### src/design/msvs_pkg.sv
// shared types, constants and the cordic arctangent table for the mandelbulb voxel scan
// no dependencies
package msvs_pkg;

   localparam int GRID_SIZE_DEF      = 128;
   localparam int POINT_CAPACITY_DEF = 2097152;
   localparam int ITER_LIMIT_RESET   = 20;
   localparam int CORDIC_STEPS       = 22;
   localparam int CORDIC_W           = 28;
   localparam int ANGLE_W            = 33;
   localparam int CORDIC_K           = 2547003;

   typedef logic signed [31:0]         q22_type;
   typedef logic signed [CORDIC_W-1:0] cval_type;

   typedef enum logic [4:0] {
      ST_IDLE, ST_SQX, ST_SQY, ST_SQZ, ST_SQA, ST_CHECK, ST_R4, ST_R8,
      ST_VEC1, ST_RHO, ST_VEC2, ST_ROT1, ST_ROT2, ST_MT, ST_MX, ST_MY, ST_MZ,
      ST_DONE
   } iter_state_type;

   typedef struct packed {
      logic start;
      logic vectoring;
   } cordic_cmd_type;

   typedef struct packed {
      logic       busy;
      logic       done;
      logic       escaped;
      logic [6:0] steps;
   } iter_status_type;

   function automatic logic [31:0] atan_entry(input logic [4:0] i);
      logic [31:0] v;
      case (i)
         5'd0:    v = 32'd536870912;
         5'd1:    v = 32'd316933406;
         5'd2:    v = 32'd167458907;
         5'd3:    v = 32'd85004756;
         5'd4:    v = 32'd42667331;
         5'd5:    v = 32'd21354465;
         5'd6:    v = 32'd10679838;
         5'd7:    v = 32'd5340245;
         5'd8:    v = 32'd2670163;
         5'd9:    v = 32'd1335087;
         5'd10:   v = 32'd667544;
         5'd11:   v = 32'd333772;
         5'd12:   v = 32'd166886;
         5'd13:   v = 32'd83443;
         5'd14:   v = 32'd41722;
         5'd15:   v = 32'd20861;
         5'd16:   v = 32'd10430;
         5'd17:   v = 32'd5215;
         5'd18:   v = 32'd2608;
         5'd19:   v = 32'd1304;
         5'd20:   v = 32'd652;
         5'd21:   v = 32'd326;
         default: v = 32'd0;
      endcase
      return v;
   endfunction

   // floor the q22 product, add the offset and clamp into q10.22
   function automatic q22_type clamp_add(input logic signed [63:0] p, input q22_type c);
      logic signed [42:0] v;
      v = $signed({p[63], p[63:22]}) + $signed({{11{c[31]}}, c});
      if (v > 43'sd2147483647) begin
         return 32'sh7fffffff;
      end else if (v < -43'sd2147483648) begin
         return 32'sh80000000;
      end
      return v[31:0];
   endfunction

endpackage

### src/design/msvs_cordic.sv
// shared cordic unit, one micro-rotation per clock, vectoring or rotation mode
// depends on msvs_pkg
module msvs_cordic
   import msvs_pkg::*;
(
   input  logic           clock,
   input  logic           reset,
   input  cordic_cmd_type cmd,
   input  cval_type       x_in,
   input  cval_type       y_in,
   input  logic [31:0]    ang_in,
   output logic           done,
   output cval_type       x_out,
   output cval_type       y_out,
   output logic [31:0]    ang_out
);

   localparam logic signed [ANGLE_W-1:0] QUARTER_A = 33'sd1073741824;
   localparam logic signed [ANGLE_W-1:0] HALF_A    = 33'sd2147483648;
   localparam logic [4:0]                LAST_STEP = 5'(CORDIC_STEPS - 1);

   logic                      run_ff, run_in;
   logic                      done_ff, done_in;
   logic [4:0]                step_ff, step_in;
   cval_type                  x_ff, x_in_r, y_ff, y_in_r;
   logic signed [ANGLE_W-1:0] a_ff, a_in;
   logic                      vec_ff, vec_in;
   logic                      flip_ff, flip_in;
   logic                      zero_ff, zero_in;

   logic signed [ANGLE_W-1:0] a_ext;
   logic signed [ANGLE_W-1:0] t;
   cval_type                  xs, ys;
   logic                      cw;

   always_comb begin
      run_in  = run_ff;
      done_in = 1'b0;
      step_in = step_ff;
      x_in_r  = x_ff;
      y_in_r  = y_ff;
      a_in    = a_ff;
      vec_in  = vec_ff;
      flip_in = flip_ff;
      zero_in = zero_ff;
      a_ext   = $signed({ang_in[31], ang_in});
      t       = $signed({1'b0, atan_entry(step_ff)});
      xs      = x_ff >>> step_ff;
      ys      = y_ff >>> step_ff;
      cw      = vec_ff ? (!y_ff[CORDIC_W-1] && (y_ff != '0)) : a_ff[ANGLE_W-1];
      if (cmd.start) begin
         run_in  = 1'b1;
         step_in = '0;
         vec_in  = cmd.vectoring;
         flip_in = 1'b0;
         zero_in = 1'b0;
         if (cmd.vectoring) begin
            zero_in = (x_in == '0) && (y_in == '0);
            if (x_in[CORDIC_W-1]) begin
               x_in_r = -x_in;
               y_in_r = -y_in;
               a_in   = HALF_A;
            end else begin
               x_in_r = x_in;
               y_in_r = y_in;
               a_in   = '0;
            end
         end else begin
            x_in_r = CORDIC_W'(CORDIC_K);
            y_in_r = '0;
            a_in   = a_ext;
            // fold into plus or minus a quarter turn
            if (a_ext > QUARTER_A) begin
               a_in    = a_ext - HALF_A;
               flip_in = 1'b1;
            end else if (a_ext < -QUARTER_A) begin
               a_in    = a_ext + HALF_A;
               flip_in = 1'b1;
            end
         end
      end else if (run_ff) begin
         if (cw) begin
            x_in_r = x_ff + ys;
            y_in_r = y_ff - xs;
            a_in   = a_ff + t;
         end else begin
            x_in_r = x_ff - ys;
            y_in_r = y_ff + xs;
            a_in   = a_ff - t;
         end
         step_in = step_ff + 5'd1;
         if (step_ff == LAST_STEP) begin
            run_in  = 1'b0;
            done_in = 1'b1;
         end
      end
   end

   always_ff @(posedge clock) begin
      if (reset) begin
         run_ff  <= 1'b0;
         done_ff <= 1'b0;
      end else begin
         run_ff  <= run_in;
         done_ff <= done_in;
      end
      step_ff <= step_in;
      x_ff    <= x_in_r;
      y_ff    <= y_in_r;
      a_ff    <= a_in;
      vec_ff  <= vec_in;
      flip_ff <= flip_in;
      zero_ff <= zero_in;
   end

   assign done    = done_ff;
   assign x_out   = zero_ff ? '0 : (flip_ff ? -x_ff : x_ff);
   assign y_out   = zero_ff ? '0 : (flip_ff ? -y_ff : y_ff);
   assign ang_out = zero_ff ? '0 : a_ff[31:0];

endmodule

### src/design/msvs_iter.sv
// escape-time sequencer for one voxel: shared multiplier plus the cordic unit
// depends on msvs_pkg and msvs_cordic
module msvs_iter
   import msvs_pkg::*;
(
   input  logic            clock,
   input  logic            reset,
   input  logic            start,
   input  q22_type         cx,
   input  q22_type         cy,
   input  q22_type         cz,
   input  logic [5:0]      iter_limit,
   input  logic            ack,
   output iter_status_type status
);

   localparam logic [63:0] ESC_LIMIT = 64'h0000_4000_0000_0000;
   localparam q22_type     K_Q       = 32'(CORDIC_K);

   iter_state_type    state_ff, state_in;
   q22_type           zx_ff, zx_in, zy_ff, zy_in, zz_ff, zz_in;
   logic [63:0]       sum_ff, sum_in;
   logic [6:0]        steps_ff, steps_in;
   logic              esc_ff, esc_in;
   q22_type           r8_ff, r8_in, tmp_ff, tmp_in;
   logic [31:0]       phi_ff, phi_in;
   cval_type          c8t_ff, c8t_in, s8t_ff, s8t_in, c8p_ff, c8p_in, s8p_ff, s8p_in;
   logic signed [63:0] prod_ff;
   q22_type           mul_a, mul_b;

   cordic_cmd_type    ccmd;
   cval_type          cx_in, cy_in;
   logic [31:0]       cang_in;
   logic              cdone;
   cval_type          cx_out, cy_out;
   logic [31:0]       cang_out;

   msvs_cordic u_cordic (
      .clock   (clock),
      .reset   (reset),
      .cmd     (ccmd),
      .x_in    (cx_in),
      .y_in    (cy_in),
      .ang_in  (cang_in),
      .done    (cdone),
      .x_out   (cx_out),
      .y_out   (cy_out),
      .ang_out (cang_out)
   );

   always_comb begin
      state_in = state_ff;
      zx_in    = zx_ff;
      zy_in    = zy_ff;
      zz_in    = zz_ff;
      sum_in   = sum_ff;
      steps_in = steps_ff;
      esc_in   = esc_ff;
      r8_in    = r8_ff;
      tmp_in   = tmp_ff;
      phi_in   = phi_ff;
      c8t_in   = c8t_ff;
      s8t_in   = s8t_ff;
      c8p_in   = c8p_ff;
      s8p_in   = s8p_ff;
      mul_a    = zx_ff;
      mul_b    = zx_ff;
      ccmd     = '0;
      cx_in    = zx_ff[CORDIC_W-1:0];
      cy_in    = zy_ff[CORDIC_W-1:0];
      cang_in  = {cang_out[28:0], 3'b000};
      unique case (state_ff)
         ST_IDLE: begin
            if (start) begin
               zx_in    = '0;
               zy_in    = '0;
               zz_in    = '0;
               steps_in = '0;
               esc_in   = 1'b0;
               state_in = ST_SQX;
            end
         end
         ST_SQX: begin
            state_in = ST_SQY;
         end
         ST_SQY: begin
            sum_in   = prod_ff;
            mul_a    = zy_ff;
            mul_b    = zy_ff;
            state_in = ST_SQZ;
         end
         ST_SQZ: begin
            sum_in   = sum_ff + prod_ff;
            mul_a    = zz_ff;
            mul_b    = zz_ff;
            state_in = ST_SQA;
         end
         ST_SQA: begin
            sum_in   = sum_ff + prod_ff;
            state_in = ST_CHECK;
         end
         ST_CHECK: begin
            steps_in = steps_ff + 7'd1;
            mul_a    = {7'b0, sum_ff[46:22]};
            mul_b    = {7'b0, sum_ff[46:22]};
            if (sum_ff > ESC_LIMIT) begin
               esc_in   = 1'b1;
               state_in = ST_DONE;
            end else begin
               state_in = ST_R4;
            end
         end
         ST_R4: begin
            mul_a    = prod_ff[53:22];
            mul_b    = prod_ff[53:22];
            state_in = ST_R8;
         end
         ST_R8: begin
            r8_in          = prod_ff[53:22];
            ccmd.start     = 1'b1;
            ccmd.vectoring = 1'b1;
            state_in       = ST_VEC1;
         end
         ST_VEC1: begin
            mul_a = {{(32-CORDIC_W){cx_out[CORDIC_W-1]}}, cx_out};
            mul_b = K_Q;
            if (cdone) begin
               phi_in   = cang_out;
               state_in = ST_RHO;
            end
         end
         ST_RHO: begin
            // rho from the registered magnitude product
            ccmd.start     = 1'b1;
            ccmd.vectoring = 1'b1;
            cx_in          = zz_ff[CORDIC_W-1:0];
            cy_in          = prod_ff[22+CORDIC_W-1:22];
            state_in       = ST_VEC2;
         end
         ST_VEC2: begin
            if (cdone) begin
               ccmd.start = 1'b1;
               state_in   = ST_ROT1;
            end
         end
         ST_ROT1: begin
            cang_in = {phi_ff[28:0], 3'b000};
            if (cdone) begin
               c8t_in     = cx_out;
               s8t_in     = cy_out;
               ccmd.start = 1'b1;
               state_in   = ST_ROT2;
            end
         end
         ST_ROT2: begin
            mul_a = r8_ff;
            mul_b = {{(32-CORDIC_W){s8t_ff[CORDIC_W-1]}}, s8t_ff};
            if (cdone) begin
               c8p_in   = cx_out;
               s8p_in   = cy_out;
               state_in = ST_MT;
            end
         end
         ST_MT: begin
            tmp_in   = prod_ff[53:22];
            mul_a    = prod_ff[53:22];
            mul_b    = {{(32-CORDIC_W){c8p_ff[CORDIC_W-1]}}, c8p_ff};
            state_in = ST_MX;
         end
         ST_MX: begin
            zx_in    = clamp_add(prod_ff, cx);
            mul_a    = tmp_ff;
            mul_b    = {{(32-CORDIC_W){s8p_ff[CORDIC_W-1]}}, s8p_ff};
            state_in = ST_MY;
         end
         ST_MY: begin
            zy_in    = clamp_add(prod_ff, cy);
            mul_a    = r8_ff;
            mul_b    = {{(32-CORDIC_W){c8t_ff[CORDIC_W-1]}}, c8t_ff};
            state_in = ST_MZ;
         end
         ST_MZ: begin
            zz_in = clamp_add(prod_ff, cz);
            if (steps_ff > {1'b0, iter_limit}) begin
               state_in = ST_DONE;
            end else begin
               state_in = ST_SQX;
            end
         end
         ST_DONE: begin
            if (ack) begin
               state_in = ST_IDLE;
            end
         end
         default: begin
            state_in = ST_IDLE;
         end
      endcase
   end

   always_ff @(posedge clock) begin
      if (reset) begin
         state_ff <= ST_IDLE;
      end else begin
         state_ff <= state_in;
      end
      zx_ff    <= zx_in;
      zy_ff    <= zy_in;
      zz_ff    <= zz_in;
      sum_ff   <= sum_in;
      steps_ff <= steps_in;
      esc_ff   <= esc_in;
      r8_ff    <= r8_in;
      tmp_ff   <= tmp_in;
      phi_ff   <= phi_in;
      c8t_ff   <= c8t_in;
      s8t_ff   <= s8t_in;
      c8p_ff   <= c8p_in;
      s8p_ff   <= s8p_in;
      prod_ff  <= mul_a * mul_b;
   end

   assign status.busy    = (state_ff != ST_IDLE);
   assign status.done    = (state_ff == ST_DONE);
   assign status.escaped = esc_ff;
   assign status.steps   = steps_ff;

endmodule

### src/design/mandelbulb_surface_voxel_scan.sv
// top level of the mandelbulb surface voxel scan: index mapping, column state, result register
// depends on msvs_pkg and msvs_iter
//
// usage
//    csr channel: one word sets the iteration limit (6 bits, 20 after reset), always ready;
//       write it only while the block is idle
//    req channel: one word per voxel index triple; a column comes in rising depth order and
//       depth zero starts a new column. req_ready is low while a voxel is being worked on
//    rsp channel: at most one word per voxel, the surface point and the escape count of the
//       column's last escaping voxel
// iteration
//    one escape iteration takes four 22-step passes of the shared cordic unit plus ten
//    products on the single 32x32 multiplier
// reset
//    clears the column state, the point count and the result register, and loads the limit 20
// stall
//    a waiting result sits in the output register; a voxel that finishes while it still waits
//    holds in its final state until the register is free, and req_ready stays low meanwhile
module mandelbulb_surface_voxel_scan
   import msvs_pkg::*;
#(
   parameter int GRID_SIZE      = GRID_SIZE_DEF,
   parameter int POINT_CAPACITY = POINT_CAPACITY_DEF
) (
   input  logic               clock,
   input  logic               reset,
   input  logic               csr_valid,
   output logic               csr_ready,
   input  logic [5:0]         csr_max_iterations,
   input  logic               req_valid,
   output logic               req_ready,
   input  logic [6:0]         req_index_x,
   input  logic [6:0]         req_index_y,
   input  logic [6:0]         req_index_z,
   output logic               rsp_valid,
   input  logic               rsp_ready,
   output logic signed [15:0] rsp_pos_x,
   output logic signed [15:0] rsp_pos_y,
   output logic signed [15:0] rsp_pos_z,
   output logic [6:0]         rsp_escape_tag
);

   localparam int CNT_W = $clog2(POINT_CAPACITY + 1);

   q22_type map_tab [128];

   for (genvar g = 0; g < 128; g++) begin : g_map
      localparam longint MV = (64'sd2 * g * 64'sd4194304) / GRID_SIZE - 64'sd4194304;
      assign map_tab[g] = MV[31:0];
   end

   function automatic logic signed [15:0] to_pos(input q22_type c);
      logic signed [38:0] p;
      logic signed [24:0] v;
      p = $signed({{7{c[31]}}, c}) * 39'sd100;
      v = p[38:14];
      if (v > 25'sd32767) begin
         return 16'sh7fff;
      end else if (v < -25'sd32768) begin
         return 16'sh8000;
      end
      return v[15:0];
   endfunction

   logic [5:0]         limit_ff, limit_in;
   logic               inside_ff, inside_in;
   logic [6:0]         last_esc_ff, last_esc_in;
   logic [CNT_W-1:0]   points_ff, points_in;
   q22_type            cx_ff, cx_in, cy_ff, cy_in, cz_ff, cz_in;
   logic               rsp_valid_ff, rsp_valid_in;
   logic signed [15:0] pos_x_ff, pos_x_in, pos_y_ff, pos_y_in, pos_z_ff, pos_z_in;
   logic [6:0]         tag_ff, tag_in;
   logic               accept, ack;
   iter_status_type    status;

   assign csr_ready = 1'b1;
   assign req_ready = !status.busy;
   assign accept    = req_valid && req_ready;
   assign ack       = !rsp_valid_ff || rsp_ready;

   msvs_iter u_iter (
      .clock      (clock),
      .reset      (reset),
      .start      (accept),
      .cx         (cx_ff),
      .cy         (cy_ff),
      .cz         (cz_ff),
      .iter_limit (limit_ff),
      .ack        (ack),
      .status     (status)
   );

   always_comb begin
      limit_in     = limit_ff;
      inside_in    = inside_ff;
      last_esc_in  = last_esc_ff;
      points_in    = points_ff;
      cx_in        = cx_ff;
      cy_in        = cy_ff;
      cz_in        = cz_ff;
      rsp_valid_in = rsp_valid_ff && !rsp_ready;
      pos_x_in     = pos_x_ff;
      pos_y_in     = pos_y_ff;
      pos_z_in     = pos_z_ff;
      tag_in       = tag_ff;
      if (csr_valid) begin
         limit_in = csr_max_iterations;
      end
      if (accept) begin
         cx_in = map_tab[req_index_x];
         cy_in = map_tab[req_index_y];
         cz_in = map_tab[req_index_z];
         if (req_index_z == 7'd0) begin
            inside_in   = 1'b0;
            last_esc_in = '0;
         end
      end
      if (status.done && ack) begin
         if (status.escaped) begin
            last_esc_in = status.steps;
            inside_in   = 1'b0;
         end else if (!inside_ff && (points_ff < CNT_W'(POINT_CAPACITY))) begin
            inside_in    = 1'b1;
            points_in    = points_ff + CNT_W'(1);
            rsp_valid_in = 1'b1;
            pos_x_in     = to_pos(cx_ff);
            pos_y_in     = to_pos(cy_ff);
            pos_z_in     = to_pos(cz_ff);
            tag_in       = last_esc_ff;
         end
      end
   end

   always_ff @(posedge clock) begin
      if (reset) begin
         limit_ff     <= 6'(ITER_LIMIT_RESET);
         inside_ff    <= 1'b0;
         last_esc_ff  <= '0;
         points_ff    <= '0;
         rsp_valid_ff <= 1'b0;
      end else begin
         limit_ff     <= limit_in;
         inside_ff    <= inside_in;
         last_esc_ff  <= last_esc_in;
         points_ff    <= points_in;
         rsp_valid_ff <= rsp_valid_in;
      end
      cx_ff    <= cx_in;
      cy_ff    <= cy_in;
      cz_ff    <= cz_in;
      pos_x_ff <= pos_x_in;
      pos_y_ff <= pos_y_in;
      pos_z_ff <= pos_z_in;
      tag_ff   <= tag_in;
   end

   assign rsp_valid      = rsp_valid_ff;
   assign rsp_pos_x      = pos_x_ff;
   assign rsp_pos_y      = pos_y_ff;
   assign rsp_pos_z      = pos_z_ff;
   assign rsp_escape_tag = tag_ff;

endmodule

### config.mk
export PLATFORM = sky130hd
export DESIGN_NAME = mandelbulb_surface_voxel_scan
export DESIGN_NICKNAME = d
export VERILOG_FILES = /design/src/design/msvs_pkg.sv /design/src/design/msvs_cordic.sv /design/src/design/msvs_iter.sv /design/src/design/mandelbulb_surface_voxel_scan.sv
export SDC_FILE = /design/constraint.sdc
export NUM_CORES = 2
export LEC_CHECK = 0
export ABC_CLOCK_PERIOD_IN_PS = 20100
export BUFFER_PORTS_ARGS = -buffer_cell sky130_fd_sc_hd__buf_2
export CAP_MARGIN = 20
export CORE_MARGIN = 3
export CORE_UTILIZATION = 62
export DETAILED_ROUTE_END_ITERATION = 16
export PLACE_DENSITY = 0.74
export SYNTH_ARGS = -nofsm -noshare
export SYNTH_HDL_FRONTEND = slang
export SYNTH_SLANG_ARGS = --single-unit
### constraint.sdc
create_clock -name clock -period 20.1 [get_ports clock]
set_input_delay 4.02 -clock clock [delete_from_list [all_inputs] [get_ports clock]]
set_output_delay 4.02 -clock clock [all_outputs]
set_load 0.01 [all_outputs]
==> metrics.md <==
| Metric | Value |
|---|---|
| Remaining global-route overflow | 0 |
| IO Pins | 90 |
| First-pass GRT wire length | 442000 microns |
| Post-route ant nets | 0 |
| CP max stage cell | o32a_1 |
| DIE AREA | 0.143 sq mm |
| Final period util | 62.2% |
| Post-synth top area share | 25.7% |
| Clk_skew | 0.0553 ns |
| CTS tree | yes |
| WS Path Type | reg -> reg |
| Final layout net count | 10924 |
| MaxCap Viol Count | 0 |
| RSZ-0062 raised after global routing | false |
| # clock sinks | 675 |
| Async set-reset flop share out of synthesis | 0% |
| Avg Synthesized Cell Area | 9.17 sq um |
| WP data required | 20.68 ns |
| Post-synthesis sequential area ratio | 21.9% |
| Die Ht | 379 microns |
| Routed WL per cell | 26.2 microns |
| Avg Vias per Cell | 6.50 |
| EDFF count, synth | 532 |
| Worst skew pair latency | 0.72 ns |
| Filler cell count | 11074 |
| CTS Buf Count | 80 |
| DIE WIDTH | 379 microns |
| Setup Fix Bufs, Post-CTS | 0 |
| Post-CTS sizing | 0 |
| Max Freq | 79.9 MHz |
| Root buffer cell | clkbuf_16 |
| Largest net degree at the start of global routing | 124 |
| Vias in the first global route | 72488 |
| Critical Path Most Common Cell | fa_1 |
| CORE AREA | 0.138 sq mm |
| Mapped Area | 0.0861 sq mm |
| Site Rows | 136 |
| Synth Flop Type | edfxtp_1 |
| Most frequent cells in the layout | 1404 x inv_1, 1103 x fa_1, 986 x nor2_1 |
| Post-CTS Hold Buffers | 0 |
| DRC viols | 0 |
| Total number of vias | 72437 |
| Setup_tns | 0 ns |
| Final setup fails | 0 |
| CP Max Fanout | 33 |
| Relative slew slack | 13.4% |
| CTS clock-pin slew for the worst setup and hold paths | 0.06 ns |
| Buf+Inv Stages, Crit Path | 8 |
| Synthesis-to-finish area growth | 6.93% |
| Hold Slack | 0.441 ns |
| Initial Util | 62.5% |
| Synth Warn # | 0 |
| Number of port buffers | 88 |
| Post-Synthesis Cells | 9388 |
| Worst-margin pin slew | 1.30 ns |
| GR Util All Layers | 41.1% |
| Reg2reg setup slack | 7.59 ns |
| Flops & latches, synth | 675 |
| DRT Wirelength | 292000 microns |
| DR iter-0 viols | 9348 |
| Fin. max-slew vios | 0 |
| Kind of end point of the critical path | flop |
| Critical Path AT | 13.09 ns |
| H-tree lvl count | 3 |
| Startpoint types | flop |
| Clock tree buffer depth | 3 |
| Outcome | completed |
| Min cycle time layout | 12.51 ns |
| Mapped Nets | 11033 |
| First-pass DRT Iterations | 10 |
| Cell taking the most area after synthesis | fa_1 |
| Ranking of synthesized cells by area | fa_1 26%, edfxtp_1 19%, ha_1 7.4% |
| Most common cell after layout, fill and taps aside | inv_1 |
| Crit path max-delay family | adder cells |
| Crit-path max cell delay | 0.99 ns |
| Gpl congestion | 1.03 |
| HPWL after detailed placement | 222000 microns |
| Fin. Hold Viols | 0 |
| Initial antenna violation count | 9 |
| Share of layout cells above drive strength 1 | 7.35% |
| Cell variety after synth | 102 |
| Tightest Hold Check Type | reg -> reg |
## cell usage after synthesis, types with 36 or more instances
master	number
xor2_1	258
o21a_1	86
o21ai_0	373
nand4_1	45
nand3_1	106
clkbuf_1	399
buf_1	50
nand2_1	917
mux4_2	64
a31oi_1	65
edfxtp_1	532
nor3_1	148
o21bai_1	44
nor4_1	56
or3_1	51
a22oi_1	89
inv_1	1405
mux2i_1	114
and3_1	42
xnor2_1	267
a21o_1	166
o32a_1	36
nor2_1	991
o31ai_1	63
mux2_2	43
ha_1	509
nand2b_1	67
nor2b_1	76
and2_1	66
o22ai_1	65
dfxtp_1	143
fa_1	1104
a21oi_1	380
o32ai_1	40
a211oi_1	60
## worst paths after layout
path,startpoint,to,depth (start not counted)
setup / recovery,u_iter.state_ff[3],u_iter.prod_ff[62],36
hold / removal,last_esc_ff[2],rsp_escape_tag[2],0
hold reg to reg,last_esc_ff[2],rsp_escape_tag[2],0
setup reg to reg,u_iter.state_ff[3],u_iter.prod_ff[62],36
## through the flow
step                area [sq um]  instances  worst slack [ns]  utilization, %
finish                     92000      11148              7.59            66.9
global route               92000      11141              7.31            66.8
CTS                        91900      11135              8.04            66.8
detailed placement         89000      10985              8.07            64.6
global placement           88900      10983              8.32            64.6
floorplan                  86100       9388              8.76               -
## cell families (layout without fill, tap and decap cells)
family,count (synthesis),count (layout),synth area share [%]
buf+inv,1906,1865,8.56
compound gates,1767,1767,13.7
simple gates,2675,2675,13.8
flops,675,675,21.9
other cells,1,8,0.00436
mux,226,226,3.67
fa+ha+maj,1613,1613,33.1
xor+xnor,525,525,5.34
## cell type report
class	count	area [sq um]	area share [%]
Antenna cell	7	17.5	0.0190
Multi-Input combinational cell	6807	60500	65.8
Clock inverter	45	581	0.631
Timing Repair Buffer	302	2090	2.27
Clock buffer	105	2400	2.61
Inverter	1413	5300	5.76
Sequential cell	675	18800	20.5
Tap cell	1794	2240	2.44
## sequential cells by signal (all words and copies together), names as in the netlist, 22 cells and up
signal	cells
points_ff	22
u_iter.c8p_ff	28
u_iter.c8t_ff	28
u_iter.phi_ff	29
u_iter.prod_ff	64
u_iter.r8_ff	32
u_iter.s8p_ff	28
u_iter.s8t_ff	28
u_iter.sum_ff	64
u_iter.tmp_ff	32
u_iter.u_cordic.a_ff	33
u_iter.u_cordic.t	30
u_iter.u_cordic.x_ff	28
u_iter.u_cordic.y_ff	28
u_iter.zx_ff	32
u_iter.zy_ff	32
u_iter.zz_ff	32
## per-layer routing
metal	routed length, microns	up-vias	global-route usage (%)
met2	124000	4650	60.7
met4	20700	6	24.3
met1	108000	35605	53.8
met5	48	-	0
met3	38700	999	12.2
li1	-	31177	-
Power is left out: the tool's default activity adds up to more than one toggle a clock period on the data nets, which glitch-free logic cannot reach.
